## config.mk

```make
export PLATFORM = sky130hd
export DESIGN_NAME = dttfp_front
export DESIGN_NICKNAME = d
export VERILOG_FILES = /design/src/hw/rtl/dttfp_pkg.sv /design/src/hw/rtl/dttfp_front.sv
export SDC_FILE = /design/constraint.sdc
export NUM_CORES = 1
export LEC_CHECK = 0
export BUFFER_PORTS_ARGS = -buffer_cell sky130_fd_sc_hd__buf_2
export CORE_MARGIN = 4
export CORE_UTILIZATION = 51
export CTS_CLUSTER_SIZE = 8
export DETAILED_ROUTE_END_ITERATION = 6
export HOLD_SLACK_MARGIN = 0.15
export PLACE_DENSITY_LB_ADDON = 0.05
export REMOVE_ABC_BUFFERS = 1
export SLEW_MARGIN = 20
export SYNTH_ARGS = -nofsm -noshare
export SYNTH_HDL_FRONTEND = slang
export SYNTH_SLANG_ARGS = --single-unit
```

## constraint.sdc

```tcl
create_clock -name clk -period 7 [get_ports clk]
set_clock_uncertainty 0.2 [all_clocks]
set_input_delay 1.05 -clock clk [delete_from_list [all_inputs] [get_ports clk]]
set_output_delay 1.05 -clock clk [all_outputs]
set_load 0.03 [all_outputs]
```

## src/hw/rtl/dttfp_pkg.sv

```systemverilog
// dttfp_pkg: shared types and constants for the decimal text to fixed point block
// holds the job record passed from the character front end to the scaling back end
// no dependencies
`timescale 1ns / 1ps
`default_nettype none
package dttfp_pkg;

	// digit accumulator and fraction digit count widths
	localparam int DT_W = 64;
	localparam int FD_W = 4;

	// result field widths
	localparam int VALUE_W  = 48;
	localparam int STATUS_W = 2;

	// result status codes
	localparam logic [STATUS_W-1:0] STATUS_OK       = 2'd0;
	localparam logic [STATUS_W-1:0] STATUS_FORMAT   = 2'd1;
	localparam logic [STATUS_W-1:0] STATUS_OVERFLOW = 2'd2;

	// depth of the queue between front and back
	localparam int QUEUE_DEPTH = 2;

	// one finished string, ready for scaling
	typedef struct packed {
		logic [DT_W-1:0] dt;
		logic [FD_W-1:0] fd;
		logic            negative;
		logic            bad;
		logic            ovf;
	} job_t;

endpackage
`default_nettype wire

```

## src/hw/rtl/dttfp_front.sv

```systemverilog
// dttfp_front: per-character classification, format checks and digit accumulation
// emits one job record per terminating nul character
// depends on dttfp_pkg
`timescale 1ns / 1ps
`default_nettype none
module dttfp_front #(
	parameter int MAX_FRAC_DIGITS = 8,
	parameter int INT_BITS        = 31
) (
	input  wire logic              clk,
	input  wire logic              arst_n,
	input  wire logic              char_valid,
	output logic                   char_stall,
	input  wire logic [7:0]        ch,
	output logic                   push,
	output dttfp_pkg::job_t        push_job,
	input  wire logic              full
);

	localparam int DT_W = dttfp_pkg::DT_W;
	localparam int FD_W = dttfp_pkg::FD_W;

	localparam logic [7:0] CH_NUL   = 8'h00;
	localparam logic [7:0] CH_TAB   = 8'h09;
	localparam logic [7:0] CH_SPACE = 8'h20;
	localparam logic [7:0] CH_PLUS  = 8'h2b;
	localparam logic [7:0] CH_COMMA = 8'h2c;
	localparam logic [7:0] CH_MINUS = 8'h2d;
	localparam logic [7:0] CH_POINT = 8'h2e;
	localparam logic [7:0] CH_ZERO  = 8'h30;
	localparam logic [7:0] CH_NINE  = 8'h39;

	localparam logic [1:0] FC_OTHER       = 2'd0;
	localparam logic [1:0] FC_SIGN        = 2'd1;
	localparam logic [1:0] FC_DIGIT       = 2'd2;
	localparam logic [1:0] FC_DIGIT_POINT = 2'd3;

	localparam logic [1:0] POS_FIRST  = 2'd0;
	localparam logic [1:0] POS_SECOND = 2'd1;
	localparam logic [1:0] POS_THIRD  = 2'd2;
	localparam logic [1:0] POS_LATER  = 2'd3;

	localparam logic [DT_W-1:0] INT_LIMIT  = (DT_W'(1) << INT_BITS) - DT_W'(1);
	localparam logic [DT_W-1:0] FRAC_LIMIT = 64'd1844674407370955160;
	localparam logic [FD_W-1:0] FD_MAX     = FD_W'(MAX_FRAC_DIGITS);

	logic            lead_done_q, scan_active_q, digit_seen_q, letter_seen_q;
	logic            parse_active_q, point_seen_q, negative_q, format_bad_q, overflowed_q;
	logic [1:0]      pos_q, first_class_q, sign_count_q;
	logic [DT_W-1:0] dt_q;
	logic [FD_W-1:0] fd_q;

	logic            n_scan_active, n_digit_seen, n_letter_seen;
	logic            n_parse_active, n_point_seen, n_negative, n_format_bad, n_overflowed;
	logic [1:0]      n_pos, n_first_class, n_sign_count;
	logic [DT_W-1:0] n_dt, dt10;
	logic [FD_W-1:0] n_fd;

	logic accept, skip, is_dig, is_sgn, is_let, sign_first;

	assign char_stall = full;
	assign accept     = char_valid && !full;

	assign is_dig = (ch >= CH_ZERO) && (ch <= CH_NINE);
	assign is_sgn = (ch == CH_PLUS) || (ch == CH_MINUS);
	assign is_let = ((ch >= 8'h41) && (ch <= 8'h5a)) || ((ch >= 8'h61) && (ch <= 8'h7a));
	assign skip   = !lead_done_q && ((ch == CH_SPACE) || (ch == CH_TAB));
	assign sign_first = (pos_q == POS_FIRST) && is_sgn;

	// times ten plus the digit, as shifts and adds
	assign dt10 = (dt_q << 3) + (dt_q << 1) + DT_W'(ch[3:0]);

	always_comb begin
		n_pos          = pos_q;
		n_first_class  = first_class_q;
		n_negative     = negative_q;
		n_format_bad   = format_bad_q;
		n_scan_active  = scan_active_q;
		n_sign_count   = sign_count_q;
		n_digit_seen   = digit_seen_q;
		n_letter_seen  = letter_seen_q;
		n_parse_active = parse_active_q;
		n_point_seen   = point_seen_q;
		n_dt           = dt_q;
		n_fd           = fd_q;
		n_overflowed   = overflowed_q;

		// lookahead over the first three characters after whitespace
		unique case (pos_q)
			POS_FIRST: begin
				if (is_sgn) begin
					n_first_class = FC_SIGN;
					n_negative    = (ch == CH_MINUS);
				end else if (is_dig) begin
					n_first_class = FC_DIGIT;
				end else begin
					n_first_class = FC_OTHER;
					n_format_bad  = 1'b1;
				end
				n_pos = POS_SECOND;
			end
			POS_SECOND: begin
				if (first_class_q == FC_SIGN && !is_dig)
					n_format_bad = 1'b1;
				if (first_class_q == FC_DIGIT) begin
					if (ch == CH_POINT)
						n_first_class = FC_DIGIT_POINT;
					else if (!is_dig && ch != CH_NUL && ch != CH_COMMA && ch != CH_SPACE)
						n_format_bad = 1'b1;
				end
				n_pos = POS_THIRD;
			end
			POS_THIRD: begin
				if (first_class_q == FC_DIGIT_POINT && !is_dig)
					n_format_bad = 1'b1;
				n_pos = POS_LATER;
			end
			POS_LATER: begin
			end
		endcase

		// format scan
		if (scan_active_q && ch != CH_NUL) begin
			priority if (is_sgn) begin
				if (sign_count_q < 2'd2)
					n_sign_count = sign_count_q + 2'd1;
			end else if (is_dig) begin
				n_digit_seen = 1'b1;
			end else if (ch == CH_POINT) begin
			end else if (is_let) begin
				n_letter_seen = 1'b1;
			end else begin
				n_scan_active = 1'b0;
			end
		end

		// number accumulation
		if (ch != CH_NUL && !sign_first && parse_active_q) begin
			priority if (is_dig) begin
				if (!point_seen_q) begin
					if (!overflowed_q) begin
						if (dt10 > INT_LIMIT) begin
							n_overflowed = 1'b1;
							n_dt         = INT_LIMIT;
						end else begin
							n_dt = dt10;
						end
					end
				end else if (!overflowed_q && fd_q < FD_MAX && dt_q <= FRAC_LIMIT) begin
					n_dt = dt10;
					n_fd = fd_q + FD_W'(1);
				end
			end else if (ch == CH_POINT && !point_seen_q) begin
				n_point_seen = 1'b1;
			end else begin
				n_parse_active = 1'b0;
			end
		end
	end

	assign push              = accept && (ch == CH_NUL);
	assign push_job.dt       = n_dt;
	assign push_job.fd       = n_fd;
	assign push_job.negative = n_negative;
	assign push_job.bad      = n_format_bad || !digit_seen_q || (sign_count_q > 2'd1)
		|| letter_seen_q;
	assign push_job.ovf      = overflowed_q;

	always_ff @(posedge clk or negedge arst_n) begin
		if (!arst_n) begin
			lead_done_q    <= 1'b0;
			pos_q          <= POS_FIRST;
			first_class_q  <= FC_OTHER;
			scan_active_q  <= 1'b1;
			sign_count_q   <= 2'd0;
			digit_seen_q   <= 1'b0;
			letter_seen_q  <= 1'b0;
			parse_active_q <= 1'b1;
			point_seen_q   <= 1'b0;
			negative_q     <= 1'b0;
			dt_q           <= '0;
			fd_q           <= '0;
			format_bad_q   <= 1'b0;
			overflowed_q   <= 1'b0;
		end else if (accept && !skip) begin
			if (ch == CH_NUL) begin
				lead_done_q    <= 1'b0;
				pos_q          <= POS_FIRST;
				first_class_q  <= FC_OTHER;
				scan_active_q  <= 1'b1;
				sign_count_q   <= 2'd0;
				digit_seen_q   <= 1'b0;
				letter_seen_q  <= 1'b0;
				parse_active_q <= 1'b1;
				point_seen_q   <= 1'b0;
				negative_q     <= 1'b0;
				dt_q           <= '0;
				fd_q           <= '0;
				format_bad_q   <= 1'b0;
				overflowed_q   <= 1'b0;
			end else begin
				lead_done_q    <= 1'b1;
				pos_q          <= n_pos;
				first_class_q  <= n_first_class;
				scan_active_q  <= n_scan_active;
				sign_count_q   <= n_sign_count;
				digit_seen_q   <= n_digit_seen;
				letter_seen_q  <= n_letter_seen;
				parse_active_q <= n_parse_active;
				point_seen_q   <= n_point_seen;
				negative_q     <= n_negative;
				dt_q           <= n_dt;
				fd_q           <= n_fd;
				format_bad_q   <= n_format_bad;
				overflowed_q   <= n_overflowed;
			end
		end
	end

endmodule
`default_nettype wire

```

==> results.sh, run 1 <==
export IMPL_areaGrowthSynthToFinish_pct=9.47
export IMPL_dp_hpwl_mm=28.5
export IMPL_synth_common_cells="163 x nand2_1, 135 x o21ai_0, 129 x ha_1"
export IMPL_grt_pass1_vias=10369
export IMPL_clk_path_buf_depth=2
export IMPL_track_usage_pct=32.0
export IMPL_dpl_cell_area_um2=11000
export IMPL_num_rows=51
export IMPL_ant_nets=0
export IMPL_grt_ovfl_total=0
export IMPL_antenna_found_initial=0
export IMPL_r2r_start="dt_q[30]$_DFFE_PN0P_"
export IMPL_ios=85
export IMPL_p_per_area_nw_per_um2=214
export IMPL_start_kind="input port"
export IMPL_p_leak_uw=0.00528
export IMPL_drcViolationCount=0
export IMPL_ff2ff_setup_slack_ps=1830
export IMPL_root_buffer="clkbuf_16"
export IMPL_fin_nets=1558
export IMPL_setup_viol=0
export IMPL_coreArea_um2=19700
export IMPL_holdWs_ps=285
export IMPL_slew_viol_final=0
export IMPL_viasPerCell=6.55
export IMPL_hp_class="reg -> reg"
export IMPL_grt_first_pass_wirelength_mm=57.2
export IMPL_cts_htree_levels=3
export IMPL_synth_edf_count=0
export IMPL_synth_area_top_cells="dfrtp_1 20%, ha_1 16%, o21ai_0 6.5%, a21oi_1 5.9%, nand2_1 5.9%"
export IMPL_die_area_um2=22700
export IMPL_first_iter_violations=875
export IMPL_yosys_register_bits=83
export IMPL_cts_tree="built"
export IMPL_insertedDiodeCount=0
export IMPL_place_congestion=0.979
export IMPL_routed_wirelength_mm=36.7
export IMPL_total_power_uw=2420
export IMPL_synth_top_cell_by_area="dfrtp_1"
export IMPL_synthCells=1374
export IMPL_crit_required_ps=5750
export IMPL_ys_types=79
export IMPL_grt_max_degree=66
export IMPL_min_to="lead_done_q$_DFFE_PN0P_"
export IMPL_slew_headroom_pct=28.8
export IMPL_worstMarginPinSlew_ps=1070
export IMPL_max_cap_viol_count=0
export IMPL_synth_top_area_share_pct=19.6
export IMPL_max_vdd_ir_drop_uv=136
export IMPL_synth_async_reset_ratio_pct=100
export IMPL_hold_violations=0
export IMPL_synth_area_um2=10400
export IMPL_critPathArrivalTime_ps=5550
export IMPL_clk_latency_ps=360
export IMPL_hp_start="lead_done_q$_DFFE_PN0P_"
export IMPL_num_vias=11043
export IMPL_status="completed"
export IMPL_ys_flop_type="dfrtp_1"
export IMPL_period_share_pct=97.1
export IMPL_firstDrtPassIters=6
export IMPL_period_needed_ps=6800
export IMPL_cp_startpoint="ch[3]"
export IMPL_drive_gt1_share_pct=12.1
export IMPL_rr_endpoint="dt_q[17]$_DFFE_PN0P_"
export IMPL_clk_pin_slew_worst_paths_ps=70
export IMPL_crit_fanout=34
export IMPL_synthMostInstantiatedCell="nand2_1"
export IMPL_yosys_warnings=0
export IMPL_nFillCells=1902
export IMPL_criticalPathCategory="in -> out"
export IMPL_max_freq_mhz=147
export IMPL_wl_per_cell_um=21.8
export IMPL_die_h_um=151
export IMPL_syn_area_per_cell_um2=7.54
export IMPL_io_buffer_count=84
export IMPL_cts_sinks=83
export IMPL_reg2reg_depth=15
export IMPL_start_util_pct=52.5
export IMPL_fin_area_um2=11300
export IMPL_end_kind="primary output"
export IMPL_min_path_cells=2
export IMPL_cts_buffers_inserted=9
export IMPL_die_w_um=151
export IMPL_ys_seq_area_share_pct=20.1
[state kept, by name, summed over array words and instances (netlist names)]
name	flops
dt_q	64
fd_q	4
first_class_q	2
pos_q	2
sign_count_q	2
digit_seen_q	1
format_bad_q	1
lead_done_q	1
letter_seen_q	1
negative_q	1
overflowed_q	1
parse_active_q	1
point_seen_q	1
scan_active_q	1
[layout make-up]
type	count	area [µm²]	area share, %
inverter	38	143	1.26
sequential	83	2080	18.3
clock buffer	9	225	1.99
tap	265	332	2.92
clock inverter	7	62.6	0.552
multi-input combinational	1173	7870	69.4
timing repair buffer	110	631	5.56
[timing repair]
item                       in CTS  in global routing
setup endpoints to repair       0                 30
resized for setup               0                 12
setup buffers                   0                  0
hold buffers                    0                  0
[worst max path at each step]
stage          cells past startpoint  slack (ps)           end
2_1_floorplan                     10       -1080  push_job[10]
3_3_place_gp                      18         140  push_job[21]
3_5_place_dp                      18          50  push_job[26]
4_1_cts                           18          10  push_job[26]
5_1_grt                           19        -0.8  push_job[35]
6_report                          19         200  push_job[29]
[layer usage]
layer  global-route usage (%)  routed length, µm
met4                     9.52               1010
met1                     43.2              16400
met2                     53.6              17100
met3                     3.88               2120
met5                        0                  0
[through the flow]
step                      cells  setup WS [ps]  utilization, %  TNS [ps]
final                      1685            200            57.5         0
after global routing       1685         -0.756            57.5    -0.756
after CTS                  1685           14.5            57.2         0
after detailed placement   1669           50.3            55.7         0
after global placement     1669            141            55.7         0
after floorplan            1294          -1080               -    -30940
[worst max-delay path, cell delays in order]
cell and delay, ps:
buf_2 90, inv_1 60, fa_1 580, inv_1 60, ha_1 340, a211oi_4 340, nor4_1 110, a211oi_2 260
o32ai_1 180, o211a_1 250, or3_1 330, a2111o_1 480, nor4_4 200, nand4_2 130, buf_4 210, o41ai_4 340
buf_12 230, a21oi_1 90, buf_2 180
[power breakdown]
group / leakage [µW] / internal, µW / switching (µW) / total (µW)
registers: 0.00111 / 545 / 119 / 663
logic: 0.00403 / 435 / 840 / 1270
clock network: 0.000135 / 247 / 238 / 485
total: 0.00528 / 1230 / 1200 / 2420
[kinds of logic (layout without fill, tap and decap cells)]
| kind of cell | count (synthesis) | in the layout | synth area share [%] |
|---|---|---|---|
| AND/OR/NAND/NOR | 447 | 447 | 20.0 |
| buffers and inverters | 118 | 164 | 4.86 |
| adder cells (fa/ha/maj) | 131 | 131 | 16.0 |
| multiplexers | 7 | 7 | 0.749 |
| AO/OA/AOI/OAI | 530 | 530 | 33.5 |
| flip-flops | 83 | 83 | 20.1 |
| XOR/XNOR | 58 | 58 | 4.91 |
[placed cells by master, fill, tap and decap left out, types with 23 or more instances in the layout]
cell     netlist  final
nand4_1       44     44
ha_1         129    129
o31ai_1       24     24
buf_4          4     26
xor2_1        32     32
dfrtp_1       81     81
o21ai_0      135    134
nor3_1        35     35
inv_1         38     38
a22o_1        39     39
a31oi_1       29     28
xnor2_1       26     26
buf_2         18     83
a22oi_1       29     28
a21oi_1      123    123
nand2_1      163    162
a21o_1        23     23
nor2_1       124    122
Power figures use the tool's default switching activity.
==> inputs of run 2 (changes only) <==
Settings changed: CORE_UTILIZATION 51 to 45, GPL_TIMING_DRIVEN from default to 0.
==> results.sh, run 2 (synthesized netlist as in run 1, its figures left out) <==
export IMPL_clk_latency_ps=370
export IMPL_antenna_found_initial=0
export IMPL_insertedDiodeCount=0
export IMPL_viasPerCell=6.35
export IMPL_num_rows=55
export IMPL_start_util_pct=45.7
export IMPL_clk_pin_slew_worst_paths_ps=70
export IMPL_holdBufCountCts=0
export IMPL_die_area_um2=25500
export IMPL_period_share_pct=99.0
export IMPL_cts_htree_levels=3
export IMPL_clk_path_buf_depth=2
export IMPL_slew_viol_final=0
export IMPL_num_vias=10744
export IMPL_max_vdd_ir_drop_uv=127
export IMPL_status="completed"
export IMPL_final_core_util_pct=51.0
export IMPL_holdWs_ps=289
export IMPL_crit_required_ps=5750
export IMPL_ios=85
export IMPL_cts_sinks=83
export IMPL_die_w_um=160
export IMPL_io_buffer_count=84
export IMPL_p_leak_uw=0.00530
export IMPL_max_cap_viol_count=0
export IMPL_cp_startpoint="ch[3]"
export IMPL_crit_slowest_cell="fa_1"
export IMPL_cts_tree="built"
export IMPL_track_usage_pct=27.3
export IMPL_drcViolationCount=0
export IMPL_slew_headroom_pct=34.1
export IMPL_largest_reg_flops=64
export IMPL_path_cells="clkbuf_4, inv_2, fa_1, inv_1, ha_4, a211oi_4, nor4_2, a211oi_2, o32ai_2, o211a_1, or3_4, a2111o_1, nor4_4, nand4_2, o41ai_4, buf_6, buf_12, a21oi_1, buf_2"
export IMPL_dp_slack_ps=-1020
export IMPL_grt_pass1_vias=10375
export IMPL_layout_setup_ws_ps=71.8
export IMPL_period_needed_ps=6930
export IMPL_firstDrtPassIters=5
export IMPL_regMostFlops="dt_q"
export IMPL_layout_commonest_cell="nand2_1"
export IMPL_grt_max_degree=63
export IMPL_top_regs="dt_q: 64 flops, fd_q: 4 flops"
export IMPL_routed_wirelength_mm=35.7
export IMPL_worstMarginPinSlew_ps=979
export IMPL_ant_nets=0
export IMPL_hp_start="lead_done_q$_DFFE_PN0P_"
export IMPL_die_h_um=160
export IMPL_wl_per_cell_um=21.1
export IMPL_dp_hpwl_mm=27.7
export IMPL_r2r_start="dt_q[2]$_DFFE_PN0P_"
export IMPL_grt_ovfl_total=0
export IMPL_start_kind="input port"
export IMPL_end_kind="primary output"
export IMPL_drive_gt1_share_pct=12.5
export IMPL_first_iter_violations=814
export IMPL_cpPeakStageDelay_ps=530
export IMPL_setup_viol=0
export IMPL_max_freq_mhz=144
export IMPL_cts_buffers_inserted=9
export IMPL_grt_first_pass_wirelength_mm=57.0
export IMPL_nFillCells=2270
export IMPL_p_per_area_nw_per_um2=218
export IMPL_place_congestion=0.991
export IMPL_coreArea_um2=22600
export IMPL_crit_fanout=17
export IMPL_critPathArrivalTime_ps=5680
export IMPL_root_buffer="clkbuf_16"
export IMPL_areaGrowthSynthToFinish_pct=11.4
export IMPL_layout_common_cells="162 x nand2_1, 134 x o21ai_0, 128 x ha_1"
export IMPL_fin_nets=1546
export IMPL_hold_violations=0
export IMPL_hp_class="reg -> reg"
export IMPL_criticalPathCategory="in -> out"
==> run 2: path summary, 6_finish.rpt <==
check / slack, ps / endpoint / cells after the start
worst max register to register: 1840 / dt_q[22]$_DFFE_PN0P_ / 17
worst min-delay path: 290 / lead_done_q$_DFFE_PN0P_ / 2
max in group asynchronous: 5610 / parse_active_q$_DFFE_PN1P_ / 2
worst max-delay path: 70 / push_job[25] / 19
worst min register to register: 290 / lead_done_q$_DFFE_PN0P_ / 2
min in group asynchronous: 330 / dt_q[35]$_DFFE_PN0P_ / 1
==> run 2: power breakdown <==
group	leakage, µW	internal (µW)	switching, µW
sequential	0.00111	544	119
clock	0.000164	322	257
combinational	0.00403	425	852
==> run 2: layout make-up <==
class,count,area [µm²],share of cell area [%]
Multi-Input combinational cell,1173,7990,69.3
Sequential cell,83,2080,18.0
Timing Repair Buffer,98,634,5.50
Tap cell,285,357,3.09
Clock buffer,9,225,1.95
Inverter,38,143,1.24
Clock inverter,7,109,0.943
==> run 2: timing repair <==
| item | CTS | global route |
|---|---|---|
| setup endpoints to repair | 31 | 31 |
| pin swaps | 4 | 14 |
| buffers inserted | 6 | 2 |
| gates resized for setup | 19 | 21 |
==> run 2: layer usage <==
layer	track usage [%]	share of wire (%)
met1	37.2	46
met5	0	0
met2	46.2	47
met3	2.97	4.7
met4	6.75	2.1
==> run 2: metrics by stage <==
stage / std cells / TNS [ps] / total power, µW / instance area (µm²)
after CTS: 1691 / -47.4 / 2500 / 11400
after floorplan: 1294 / -30940 / 1500 / 10000
after global routing: 1693 / -195 / 2680 / 11500
after global placement: 1663 / -538480 / 1860 / 10800
final: 1693 / 0 / 2520 / 11500
after detailed placement: 1669 / -21780 / 1870 / 11000
==> run 2: worst max-delay path, delay by kind of cell <==
family,cells,cell delay (ps)
AO/OA/AOI/OAI,7,2090
buffers and inverters,6,790
AND/OR/NAND/NOR,4,940
adder cells (fa/ha/maj),2,780
