`src/hw/rtl/dttfp_pkg.sv`:
```
// dttfp_pkg: shared types and constants for the decimal text to fixed point block
// holds the job record passed from the character front end to the scaling back end
// no dependencies
`timescale 1ns / 1ps
`default_nettype none
package dttfp_pkg;

	// digit accumulator and fraction digit count widths
	localparam int DT_W = 64;
	localparam int FD_W = 4;

	// result field widths
	localparam int VALUE_W  = 48;
	localparam int STATUS_W = 2;

	// result status codes
	localparam logic [STATUS_W-1:0] STATUS_OK       = 2'd0;
	localparam logic [STATUS_W-1:0] STATUS_FORMAT   = 2'd1;
	localparam logic [STATUS_W-1:0] STATUS_OVERFLOW = 2'd2;

	// depth of the queue between front and back
	localparam int QUEUE_DEPTH = 2;

	// one finished string, ready for scaling
	typedef struct packed {
		logic [DT_W-1:0] dt;
		logic [FD_W-1:0] fd;
		logic            negative;
		logic            bad;
		logic            ovf;
	} job_t;

endpackage
`default_nettype wire

```
`src/hw/rtl/dttfp_queue.sv`:
```
// dttfp_queue: short first-in first-out queue of job records
// sits between the character front end and the scaling back end
// depends on dttfp_pkg
`timescale 1ns / 1ps
`default_nettype none
module dttfp_queue (
	input  wire logic             clk,
	input  wire logic             arst_n,
	input  wire logic             push,
	input  wire dttfp_pkg::job_t  push_job,
	output logic                  full,
	input  wire logic             pop,
	output dttfp_pkg::job_t       pop_job,
	output logic                  empty
);

	localparam int DEPTH = dttfp_pkg::QUEUE_DEPTH;
	localparam int PTR_W = (DEPTH > 1) ? $clog2(DEPTH) : 1;
	localparam int CNT_W = $clog2(DEPTH + 1);

	dttfp_pkg::job_t  mem_q [DEPTH];
	logic [PTR_W-1:0] wr_ptr_q, rd_ptr_q;
	logic [CNT_W-1:0] count_q;
	logic             do_push, do_pop;

	assign full    = (count_q == CNT_W'(DEPTH));
	assign empty   = (count_q == '0);
	assign do_push = push && !full;
	assign do_pop  = pop && !empty;
	assign pop_job = mem_q[rd_ptr_q];

	always_ff @(posedge clk) begin
		if (do_push)
			mem_q[wr_ptr_q] <= push_job;
	end

	always_ff @(posedge clk or negedge arst_n) begin
		if (!arst_n) begin
			wr_ptr_q <= '0;
			rd_ptr_q <= '0;
			count_q  <= '0;
		end else begin
			if (do_push)
				wr_ptr_q <= (wr_ptr_q == PTR_W'(DEPTH - 1)) ? '0 : wr_ptr_q + PTR_W'(1);
			if (do_pop)
				rd_ptr_q <= (rd_ptr_q == PTR_W'(DEPTH - 1)) ? '0 : rd_ptr_q + PTR_W'(1);
			if (do_push && !do_pop)
				count_q <= count_q + CNT_W'(1);
			else if (do_pop && !do_push)
				count_q <= count_q - CNT_W'(1);
		end
	end

endmodule
`default_nettype wire

```
`config.mk`:
```
export PLATFORM = sky130hd
export DESIGN_NAME = dttfp_queue
export DESIGN_NICKNAME = d
export VERILOG_FILES = /design/src/hw/rtl/dttfp_pkg.sv /design/src/hw/rtl/dttfp_queue.sv
export SDC_FILE = /design/constraint.sdc
export NUM_CORES = 1
export LEC_CHECK = 0
export ABC_CLOCK_PERIOD_IN_PS = 6600
export BUFFER_PORTS_ARGS = -buffer_cell sky130_fd_sc_hd__buf_2
export CAP_MARGIN = 10
export CORE_MARGIN = 2
export CORE_UTILIZATION = 56
export CTS_BUF_LIST = sky130_fd_sc_hd__clkbuf_16
export DETAILED_ROUTE_END_ITERATION = 8
export PLACE_DENSITY = 0.91
export SYNTH_ARGS = -nofsm -noshare
export SYNTH_HDL_FRONTEND = slang
export SYNTH_SLANG_ARGS = --single-unit
```
`constraint.sdc`:
```
create_clock -name clk -period 6.6 [get_ports clk]
set_input_delay 0.66 -clock clk [delete_from_list [all_inputs] [get_ports clk]]
set_output_delay 0.66 -clock clk [all_outputs]
set_load 0.05 [all_outputs]
```
==> reports/metrics.cfg, run 1 <==
[outcome]
status = finished, final reports clean

[clock_network]
clkSinkCount = 146
cts_resized = 0
cts_tree = yes
cts.path.max_buffers = 2
cts-htree-levels = 4
cts-root-buf = clkbuf_16
insertion_delay_ns = 0.41
ctsHoldBuffers = 0
cts_inserted_buffers = 17
clkTransAtPathRegs_ns = 0.06
post_cts_buffers = 0

[sta]
rsz0062_at_grt = false
fin_ws_ns = 3.351
tns_ns = 0
final_hold_viol_count = 0
setup_viol = 0
period_share = 0.4923
relSlewSlack = 0.2944
fin_crit_ns = 3.249
holdWs_ns = 0.04725
finalClockSkew_ns = 0.009904
worstMarginPinSlew_ns = 1.056
timing.fmax_mhz = 307.8
maxSlewViolCount = 0

[synthesis]
ys_seq_area_frac = 0.7696
ys_top_cells_by_area = edfxtp_1, mux2_4, buf_12, dfrtp_1, xnor2_1
synth_cells = 240
synth.distinct_cells = 15
ys_ff_latch = 146
synth_top_cell_area_share = 0.7520
synth_area_sq_mm = 0.005670
yosys.area.top_type = edfxtp_1
syn_avg_cell_area_sq_um = 23.63
yosys_warnings = 0
synth_nets = 316

[routing]
vias_per_cell = 4.963
dr.pass1.iters = 4
wl_mm = 9.086
routedWlPerCell_um = 16.64
vias = 2710
route.detailed.drc = 0
drt_iter0_drc = 138
postRouteAntennaNets = 0

[min_path]
hold_class = input pin to asynchronous set/reset pin

[die]
die_w_um = 104.6
fp.dieH_um = 104.6
rows = 36
core_sq_mm = 0.009819
num_io_pins = 148
start_util = 0.5775
die_area_sq_mm = 0.01095

[global_route]
first_global_vias = 2742
grt_antenna_before_repair = 0
grt_max_degree = 72
grt_pass1_wl_mm = 13.90
grt_overflow = 0
grt_usage = 0.1700

[pwr]
p_switching_uw = 1518
pwr-share-clk = 0.227
p_int_uw = 2289
p_comb_frac = 0.407
powerDensity_mw_per_mm2 = 544.0
ir_drop_mv = 0.4149
power_frac_seq = 0.366
switching_share = 0.3988
p_leak_uw = 0.002833

[layout]
num-fill-cells = 631
drive_gt1_frac = 0.6053
final_common_cell = buf_2
register_area_sq_mm = 0.004368
multi_input_area_sq_mm = 0.001160
syn_to_final_growth_pct = 23.41
layout_common_cells = buf_2, edfxtp_1, mux2_4
diodes = 0
layout.nets = 476
stdcell_area_sq_mm = 0.006998
utilization = 0.7127

[place]
gp_congestion = 0.7039
port_buffers = 147
placed_cell_area_sq_mm = 0.006452
dp_worst_setup_slack_ns = 3.774
dp_hpwl_mm = 5.911

[setup_path]
cp.arrival_ns = 2.59
cp_max_fo = 37
critical_path_class = register to output port
cp_top_family = buffers and inverters
path_cells = buf_4 -> mux2_2 -> buf_2
slowest_stage = dfrtp_4
cp-start-kind = register
critical-path-max-stage-delay_ns = 0.85
r2r_cells = 4
crit_path_end_kind = output port
critPathRequiredTime_ns = 5.94
critPathBufInv = 2
cp.depth = 3

[run]
cap_viol_max_count = 0

[registers in the layout (all words and copies together) (netlist names)]
register and flops:
count_q 2, rd_ptr_q 1, mem_q 142, wr_ptr_q 1
[through the flow]
step | std cells | power, uW
after detailed placement | 514 | 2977
after CTS | 546 | 3843
after global placement | 514 | 2942
final | 546 | 3807
after floorplan | 240 | 2777
after global routing | 546 | 3947
[worst reg2reg max path, delay by kind of cell (launching register included)]
family / cells / cell delay [ns]
simple gates: 3 / 1.15
buf+inv: 1 / 0.58
flops: 1 / 0.45
[cells in the mapped netlist]
cell / n
nand2_1: 1
buf_6: 1
nand2b_1: 1
xnor2_1: 3
xor2_1: 2
mux2_2: 2
nor2_1: 3
edfxtp_1: 142
buf_12: 7
and3_1: 1
inv_1: 2
mux2_4: 69
o21ai_1: 1
ha_1: 1
dfrtp_1: 4
[layer usage]
| layer | track usage | wire length [um] |
|---|---|---|
| met5 | 0 | 0 |
| met4 | 0.06857 | 106 |
| met3 | 0.06301 | 616 |
| met2 | 0.2866 | 4709 |
| met1 | 0.1977 | 3653 |
[power by group through the flow]
stage	clock (uW)	sequential, uW	combinational [uW]
finish	866	1390	1550
global route	915	1410	1620
CTS	880	1400	1570
detailed placement	0	1410	1560
global placement	0	1400	1550
floorplan	0	1350	1430
[area by class of cell]
type / count / area share
clock buffer: 17 / 0.06079
tap: 133 / 0.02378
sequential: 146 / 0.6242
clock inverter: 15 / 0.01716
timing repair buffer: 149 / 0.1073
multi-input combinational: 84 / 0.1657
inverter: 2 / 0.001073
[path summary, 6_finish.rpt]
kind | from | end | slack [ns]
max reg2reg | count_q[0]$_DFFE_PN0P_ | mem_q[0][27]$_DFFE_PP_ | 4.04
min reg2reg | count_q[1]$_DFFE_PN0P_ | count_q[1]$_DFFE_PN0P_ | 0.54
min in group clk | push_job[40] | mem_q[0][40]$_DFFE_PP_ | 0.44
min | arst_n | count_q[0]$_DFFE_PN0P_ | 0.05
max | rd_ptr_q$_DFFE_PN0P_ | pop_job[49] | 3.35
max in group asynchronous | arst_n | rd_ptr_q$_DFFE_PN0P_ | 6.41
[cells by family after synthesis]
kind of cell	share of synthesized area
compound gates	0.0008818
xor+xnor	0.007724
fa+ha+maj	0.002206
buf+inv	0.02802
flops	0.7696
mux	0.1867
simple gates	0.004855
Power figures use the tool's default switching activity.
==> run 2: changes to the inputs <==
--- a/config.mk
+++ b/config.mk
@@ -5,14 +5,15 @@
 export SDC_FILE = /design/constraint.sdc
 export NUM_CORES = 1
 export LEC_CHECK = 0
-export ABC_CLOCK_PERIOD_IN_PS = 6600
+export ABC_AREA = 1
+export ABC_CLOCK_PERIOD_IN_PS = 2710
 export BUFFER_PORTS_ARGS = -buffer_cell sky130_fd_sc_hd__buf_2
 export CAP_MARGIN = 10
 export CORE_MARGIN = 2
-export CORE_UTILIZATION = 56
+export CORE_UTILIZATION = 48
 export CTS_BUF_LIST = sky130_fd_sc_hd__clkbuf_16
 export DETAILED_ROUTE_END_ITERATION = 8
-export PLACE_DENSITY = 0.91
+export PLACE_DENSITY = 0.83
 export SYNTH_ARGS = -nofsm -noshare
 export SYNTH_HDL_FRONTEND = slang
 export SYNTH_SLANG_ARGS = --single-unit
==> constraint.sdc (replaced) <==
create_clock -name clk -period 2.71 [get_ports clk]
set_input_delay 0.271 -clock clk [delete_from_list [all_inputs] [get_ports clk]]
set_output_delay 0.271 -clock clk [all_outputs]
set_load 0.05 [all_outputs]
==> reports/metrics.cfg, run 2 <==
[sta]
relSlewSlack = 0.4857  ; +0.1913
timing.fmax_mhz = 436.0
tns_ns = 0  ; unchanged
setup_viol = 0  ; unchanged
worstMarginPinSlew_ns = 0.7714  ; -0.2844 ns
maxSlewViolCount = 0  ; unchanged
finalClockSkew_ns = 0.009567  ; -0.0003366 ns
fin_crit_ns = 2.294
rsz0062_at_grt = false
period_share = 0.8464
fin_ws_ns = 0.4162  ; -2.934 ns
final_hold_viol_count = 0  ; unchanged

[synthesis]
ys.flop_type = edfxtp_1
yosys_warnings = 0  ; unchanged
async_flop_share = 0.02740  ; unchanged
synth_area_sq_mm = 0.006030  ; +6.3%
ys_top_cells_by_area = edfxtp_1, nand2_4, nand2_1, buf_12, dfrtp_1
ys_ff_latch = 146  ; unchanged
synth.distinct_cells = 20  ; +5
synthMuxAreaShare = 0  ; -0.1867
synth_top_cell_area_share = 0.7072  ; -0.04479
synth.most_common_cell = nand2_1
synth_top_family_by_area = simple AND/OR/NAND/NOR gates
yosys.area.top_type = edfxtp_1
synth-xor-area-share = 0.001453  ; -0.006270
synth_cells = 402  ; +68%
synth_edf_count = 142  ; unchanged
synth_nets = 478  ; +51%
ys_seq_area_frac = 0.7238  ; -0.04584
synth_fa_ha_area_frac = 0.002075  ; -0.0001314
synth_compound_area_frac = 0.001660  ; +0.0007775
syn_avg_cell_area_sq_um = 15.00  ; -37%
ys_top_cells_by_count = nand2_1, edfxtp_1, nand2_4
synth-simple-area-share = 0.2326  ; +0.2278

[layout]
reg_top3 = mem_q (142), count_q (2)
layout.nets = 635  ; +33%
diodes = 0  ; unchanged
multi_input_area_sq_mm = 0.001441  ; +24%
register_area_sq_mm = 0.004365  ; about the same
syn_to_final_growth_pct = 24.13
drive_gt1_frac = 0.4528  ; -0.1525
largest-register = mem_q
largest_reg_flops = 142  ; unchanged
final_common_cell = nand2_1
layout_common_cells = nand2_1, buf_2, edfxtp_1
num-fill-cells = 934  ; +48%
utilization = 0.6154  ; -0.09723

[pwr]
pwr-share-clk = 0.242  ; +0.015
power_frac_seq = 0.325  ; -0.041
p_int_uw = 5685  ; +150%
powerDensity_mw_per_mm2 = 1380  ; +150%
ir_drop_mv = 1.059  ; +160%
finalPower_uw = 10330  ; +170%
p_comb_frac = 0.433  ; +0.026
p_switching_uw = 4642  ; +210%
p_leak_uw = 0.003322  ; +17%
switching_share = 0.4495  ; +0.05073

[die]
die_area_sq_mm = 0.01347  ; +23%
start_util = 0.4958  ; -0.08169
die_w_um = 116.1  ; +11%
core_sq_mm = 0.01216  ; +24%
num_io_pins = 148  ; unchanged
fp.dieH_um = 116.1  ; +11%
rows = 40  ; +11%

[routing]
route.detailed.drc = 0  ; unchanged
vias = 3441  ; +27%
routedWlPerCell_um = 14.55  ; -13%
dr.pass1.iters = 4  ; unchanged
wl_mm = 10.77  ; +19%
vias_per_cell = 4.650  ; -6.3%
postRouteAntennaNets = 0  ; unchanged
drt_iter0_drc = 220  ; +59%

[setup_path]
crit_path_end_kind = output port
cp_top_family = buffers and inverters
cp_max_fo = 72  ; +95%
cp.arrival_ns = 2.02  ; -0.57 ns
critPathRequiredTime_ns = 2.44  ; -3.50 ns
path_cells = buf_4 -> nand2_1 -> nand2_1 -> buf_2
critical_path_class = register to output port
cp_common_cell = nand2_1
slowest_stage = buf_4
critical-path-max-stage-delay_ns = 0.61  ; -0.24 ns
critPathBufInv = 2  ; unchanged
cp-start-kind = register

[global_route]
grt_pass1_wl_mm = 16.31  ; +17%
grt_usage = 0.1635  ; -0.006534
grt_antenna_before_repair = 1  ; +1
grt_max_degree = 73  ; +1.4%
grt_overflow = 0  ; unchanged
first_global_vias = 3375  ; +23%

[clock_network]
cts_resized = 0  ; unchanged
insertion_delay_ns = 0.41  ; about the same
cts_tree = yes
cts-htree-levels = 4  ; unchanged
clkTransAtPathRegs_ns = 0.06  ; about the same
cts.path.max_buffers = 2  ; unchanged
cts-root-buf = clkbuf_16
clkSinkCount = 146  ; unchanged
post_cts_buffers = 0  ; unchanged
cts_inserted_buffers = 17  ; unchanged

[min_path]
hold_class = input pin to register

[outcome]
status = finished, final reports clean

[place]
gp_congestion = 0.7317  ; +3.9%
dp_hpwl_mm = 6.933  ; +17%
dp_worst_setup_slack_ns = 0.8267  ; -2.947 ns
port_buffers = 147  ; unchanged

[run]
cap_viol_max_count = 0  ; unchanged

## run 2: path summary, 6_finish.rpt
kind	start	end	slack, ns	cells past startpoint
setup / recovery	rd_ptr_q$_DFFE_PN0P_	pop_job[47]	0.42	4
hold reg to reg	wr_ptr_q$_DFFE_PN0P_	wr_ptr_q$_DFFE_PN0P_	0.48	2
min in group asynchronous	arst_n	count_q[0]$_DFFE_PN0P_	0.20	2
setup reg to reg	count_q[0]$_DFFE_PN0P_	mem_q[0][36]$_DFFE_PP_	1.00	5
max in group asynchronous	arst_n	rd_ptr_q$_DFFE_PN0P_	2.36	2
hold / removal	push_job[57]	mem_q[0][57]$_DFFE_PP_	0.05	1
## run 2: cells by family (layout without fill, tap and decap cells)
family,count (synthesis),count (layout)
and+or+nand+nor,229,229
DFF,146,146
buffers and inverters,23,193
AOI/OAI and AO/OA,2,2
adders and majority gates,1,1
xor gates and xnor gates,1,1
## run 2: metal layers
layer,track usage,up-vias,wire (um)
met4,0.06349,2,190
met1,0.2015,1631,4415
met5,0,-,8
met3,0.05544,19,675
li1,-,1666,-
met2,0.2682,123,5478
## run 2: worst reg2reg max path, stage by stage, from the launching register on
cell and delay (ns):
dfrtp_1 0.48, nor2_2 0.10, nor2_4 0.11, nand2_1 0.09, inv_2 0.06, buf_4 0.48
## run 2: power groups by stage
stage / Combinational, uW / Sequential [uW] / Clock [uW]
after floorplan: 3800 / 3370 / 0
after global placement: 4470 / 3370 / 0
after detailed placement: 4520 / 3400 / 0
after CTS: 4540 / 3360 / 2550
after global routing: 4770 / 3390 / 2650
final: 4470 / 3350 / 2500
## run 2: final cells by class
class | instances | area share
inverter | 8 | 0.005684
multi-input combinational | 233 | 0.1926
timing repair buffer | 153 | 0.1046
clock inverter | 15 | 0.02892
sequential | 146 | 0.5833
clock buffer | 17 | 0.05684
tap | 168 | 0.02808
## run 2: repair_timing
item                       CTS  global route
setup endpoints to repair    0             0
hold buffers                 1             0
hold endpoints to repair     4             0
## run 2: metrics by stage
step	hold slack, ns	cell area (sq um)	cells
CTS	0.02486	7485	740
global route	0.02628	7485	740
global placement	0.08022	6833	707
finish	0.04897	7485	740
detailed placement	0.08799	6833	707
floorplan	-0.02459	6037	402
==> run 3: changes to the inputs <==
==> config.mk (replaced) <==
export PLATFORM = sky130hd
export DESIGN_NAME = dttfp_queue
export DESIGN_NICKNAME = d
export VERILOG_FILES = /design/src/hw/rtl/dttfp_pkg.sv /design/src/hw/rtl/dttfp_queue.sv
export SDC_FILE = /design/constraint.sdc
export NUM_CORES = 1
export LEC_CHECK = 0
export ABC_AREA = 0
export ABC_CLOCK_PERIOD_IN_PS = 2050
export BUFFER_PORTS_ARGS = -buffer_cell sky130_fd_sc_hd__buf_2
export CAP_MARGIN = 10
export CORE_MARGIN = 2
export CORE_UTILIZATION = 47
export CTS_BUF_LIST = sky130_fd_sc_hd__clkbuf_16
export DETAILED_ROUTE_END_ITERATION = 8
export PLACE_DENSITY = 0.82
export SYNTH_ARGS = -nofsm -noshare
export SYNTH_HDL_FRONTEND = slang
export SYNTH_SLANG_ARGS = --single-unit
==> constraint.sdc (replaced) <==
create_clock -name clk -period 2.05 [get_ports clk]
set_input_delay 0.205 -clock clk [delete_from_list [all_inputs] [get_ports clk]]
set_output_delay 0.205 -clock clk [all_outputs]
set_load 0.05 [all_outputs]
==> reports/metrics.cfg, run 3 (synthesized netlist as in run 1, its figures left out) <==
[sta]
maxSlewViolCount = 0  ; unchanged
rsz0062_at_grt = false
relSlewSlack = 0.6916  ; +0.2058
holdWs_ns = 0.1189  ; +0.06993 ns
finalClockSkew_ns = 0.004884  ; -0.004684 ns
fin_crit_ns = 1.912
final_hold_viol_count = 0  ; unchanged
timing.fmax_mhz = 522.9
worstMarginPinSlew_ns = 0.4627  ; -0.3088 ns
tns_ns = 0  ; unchanged
setup_viol = 0  ; unchanged
period_share = 0.9328

[routing]
dr.pass1.iters = 4  ; unchanged
routedWlPerCell_um = 16.21  ; +11%
wl_mm = 10.31  ; -4.3%
route.detailed.drc = 0  ; unchanged
postRouteAntennaNets = 0  ; unchanged
vias = 3011  ; -12%
vias_per_cell = 4.734  ; +1.8%
drt_iter0_drc = 271  ; +23%

[clock_network]
clkSinkCount = 146  ; unchanged
cts.path.max_buffers = 2  ; unchanged
insertion_delay_ns = 0.41  ; about the same
cts-root-buf = clkbuf_16
cts-htree-levels = 4  ; unchanged
clkTransAtPathRegs_ns = 0.05  ; about the same
cts_tree = yes
cts_inserted_buffers = 17  ; unchanged

[min_path]
hold_class = input pin to register

[layout]
layout_common_cells = buf_2, edfxtp_1, dlygate4sd3_1
layout.nets = 554  ; -13%
num-fill-cells = 788  ; -16%
syn_to_final_growth_pct = 40.03
final_common_cell = buf_2
largest-register = mem_q
largest_reg_flops = 142  ; unchanged
diodes = 0  ; unchanged
reg_top3 = mem_q (142), count_q (2)
drive_gt1_frac = 0.5276  ; +0.07481

[pwr]
ir_drop_mv = 1.349  ; +27%
powerDensity_mw_per_mm2 = 1643  ; +19%
p_leak_uw = 0.003243  ; -2.4%

[die]
rows = 40  ; unchanged
fp.dieH_um = 113.8  ; -1.9%
start_util = 0.4761  ; -0.01973
core_sq_mm = 0.01191  ; -2.1%
die_area_sq_mm = 0.01296  ; -3.8%
die_w_um = 113.8  ; -1.9%
num_io_pins = 148  ; unchanged

[setup_path]
critPathRequiredTime_ns = 1.85  ; -0.59 ns
cp.arrival_ns = 1.71  ; -0.31 ns
cp-start-kind = register
cp_max_fo = 32  ; -56%
critical_path_class = register to output port
crit_path_end_kind = output port

[global_route]
first_global_vias = 3134  ; -7.1%
grt_usage = 0.1659  ; +0.002411
grt_pass1_wl_mm = 15.62  ; -4.2%
grt_antenna_before_repair = 0  ; -1
grt_overflow = 0  ; unchanged
grt_max_degree = 38  ; -48%

[place]
port_buffers = 147  ; unchanged
gp_congestion = 0.6720  ; -8.2%
dp_hpwl_mm = 6.344  ; -8.5%

[run]
cap_viol_max_count = 0  ; unchanged

[outcome]
status = finished, final reports clean

## run 3: changes by cell type in the layout (fill, tap and decap cells not counted), sizes merged, moves of 2 or more
cell / before / now
nand2: 222 / 1
dlygate4sd3: 1 / 72
mux2: 0 / 71
inv: 9 / 3
buf: 152 / 155
clkinv: 6 / 4
xnor2: 1 / 3
xor2: 0 / 2
## run 3: worst paths after layout
path | from | end | slack (ns) | depth (start not counted)
max in group asynchronous | arst_n | rd_ptr_q$_DFFE_PN0P_ | 1.77 | 2
min in group asynchronous | arst_n | count_q[1]$_DFFE_PN0P_ | 0.13 | 2
max | rd_ptr_q$_DFFE_PN0P_ | pop_job[37] | 0.14 | 3
min reg2reg | wr_ptr_q$_DFFE_PN0P_ | wr_ptr_q$_DFFE_PN0P_ | 0.56 | 1
max reg2reg | count_q[0]$_DFFE_PN0P_ | mem_q[0][37]$_DFFE_PP_ | 0.42 | 4
min | push | wr_ptr_q$_DFFE_PN0P_ | 0.12 | 3
## run 3: worst max-delay path, stage by stage (launching register included)
cell and delay, ns:
dfrtp_4 0.52, buf_16 0.21, mux2_4 0.33, buf_2 0.21
## run 3: report_power, final
group | internal (uW) | leakage, uW | switching (uW) | total (uW)
Clock | 2120 | 0.000297 | 1090 | 3220
Combinational | 1890 | 0.00158 | 3630 | 5520
Sequential | 4090 | 0.00136 | 220 | 4310
Total | 8110 | 0.00324 | 4940 | 13000
## run 3: area by class of cell
class,instances,area [sq um],area share
Sequential cell,146,4368,0.5501
Clock buffer,17,425.4,0.05358
Clock inverter,13,193.9,0.02442
Multi-Input combinational cell,84,1175,0.1480
Tap cell,147,183.9,0.02316
Timing Repair Buffer,227,1587,0.1998
Inverter,2,7.507,0.0009455
## run 3: timing repair
item | CTS | global route
gates resized for setup | 1 | 0
setup endpoints to repair | 60 | 0
setup buffers | 2 | 0
hold buffers | 72 | 0
hold endpoints to repair | 146 | 0
## run 3: per-stage QoR
| stage | worst slack, ns | cells | cell area (sq um) | total power, uW | util |
|---|---|---|---|---|---|
| floorplan | -0.05058 | 240 | 5694 | 8934 | - |
| global placement | 0.4143 | 532 | 6578 | 9671 | 0.5522 |
| detailed placement | 0.4043 | 532 | 6578 | 9766 | 0.5522 |
| CTS | 0.1216 | 636 | 7940 | 13160 | 0.6666 |
| global route | 0.08698 | 636 | 7940 | 13560 | 0.6666 |
| finish | 0.1377 | 636 | 7940 | 13050 | 0.6666 |
## run 3: layer usage
metal	vias to the layer above	global-route usage	share of wire
met1	1485	0.1804	0.39
met4	0	0.05772	0.0091
met5	-	0	0
li1	1419	-	-
met3	9	0.06111	0.056
met2	98	0.2986	0.54
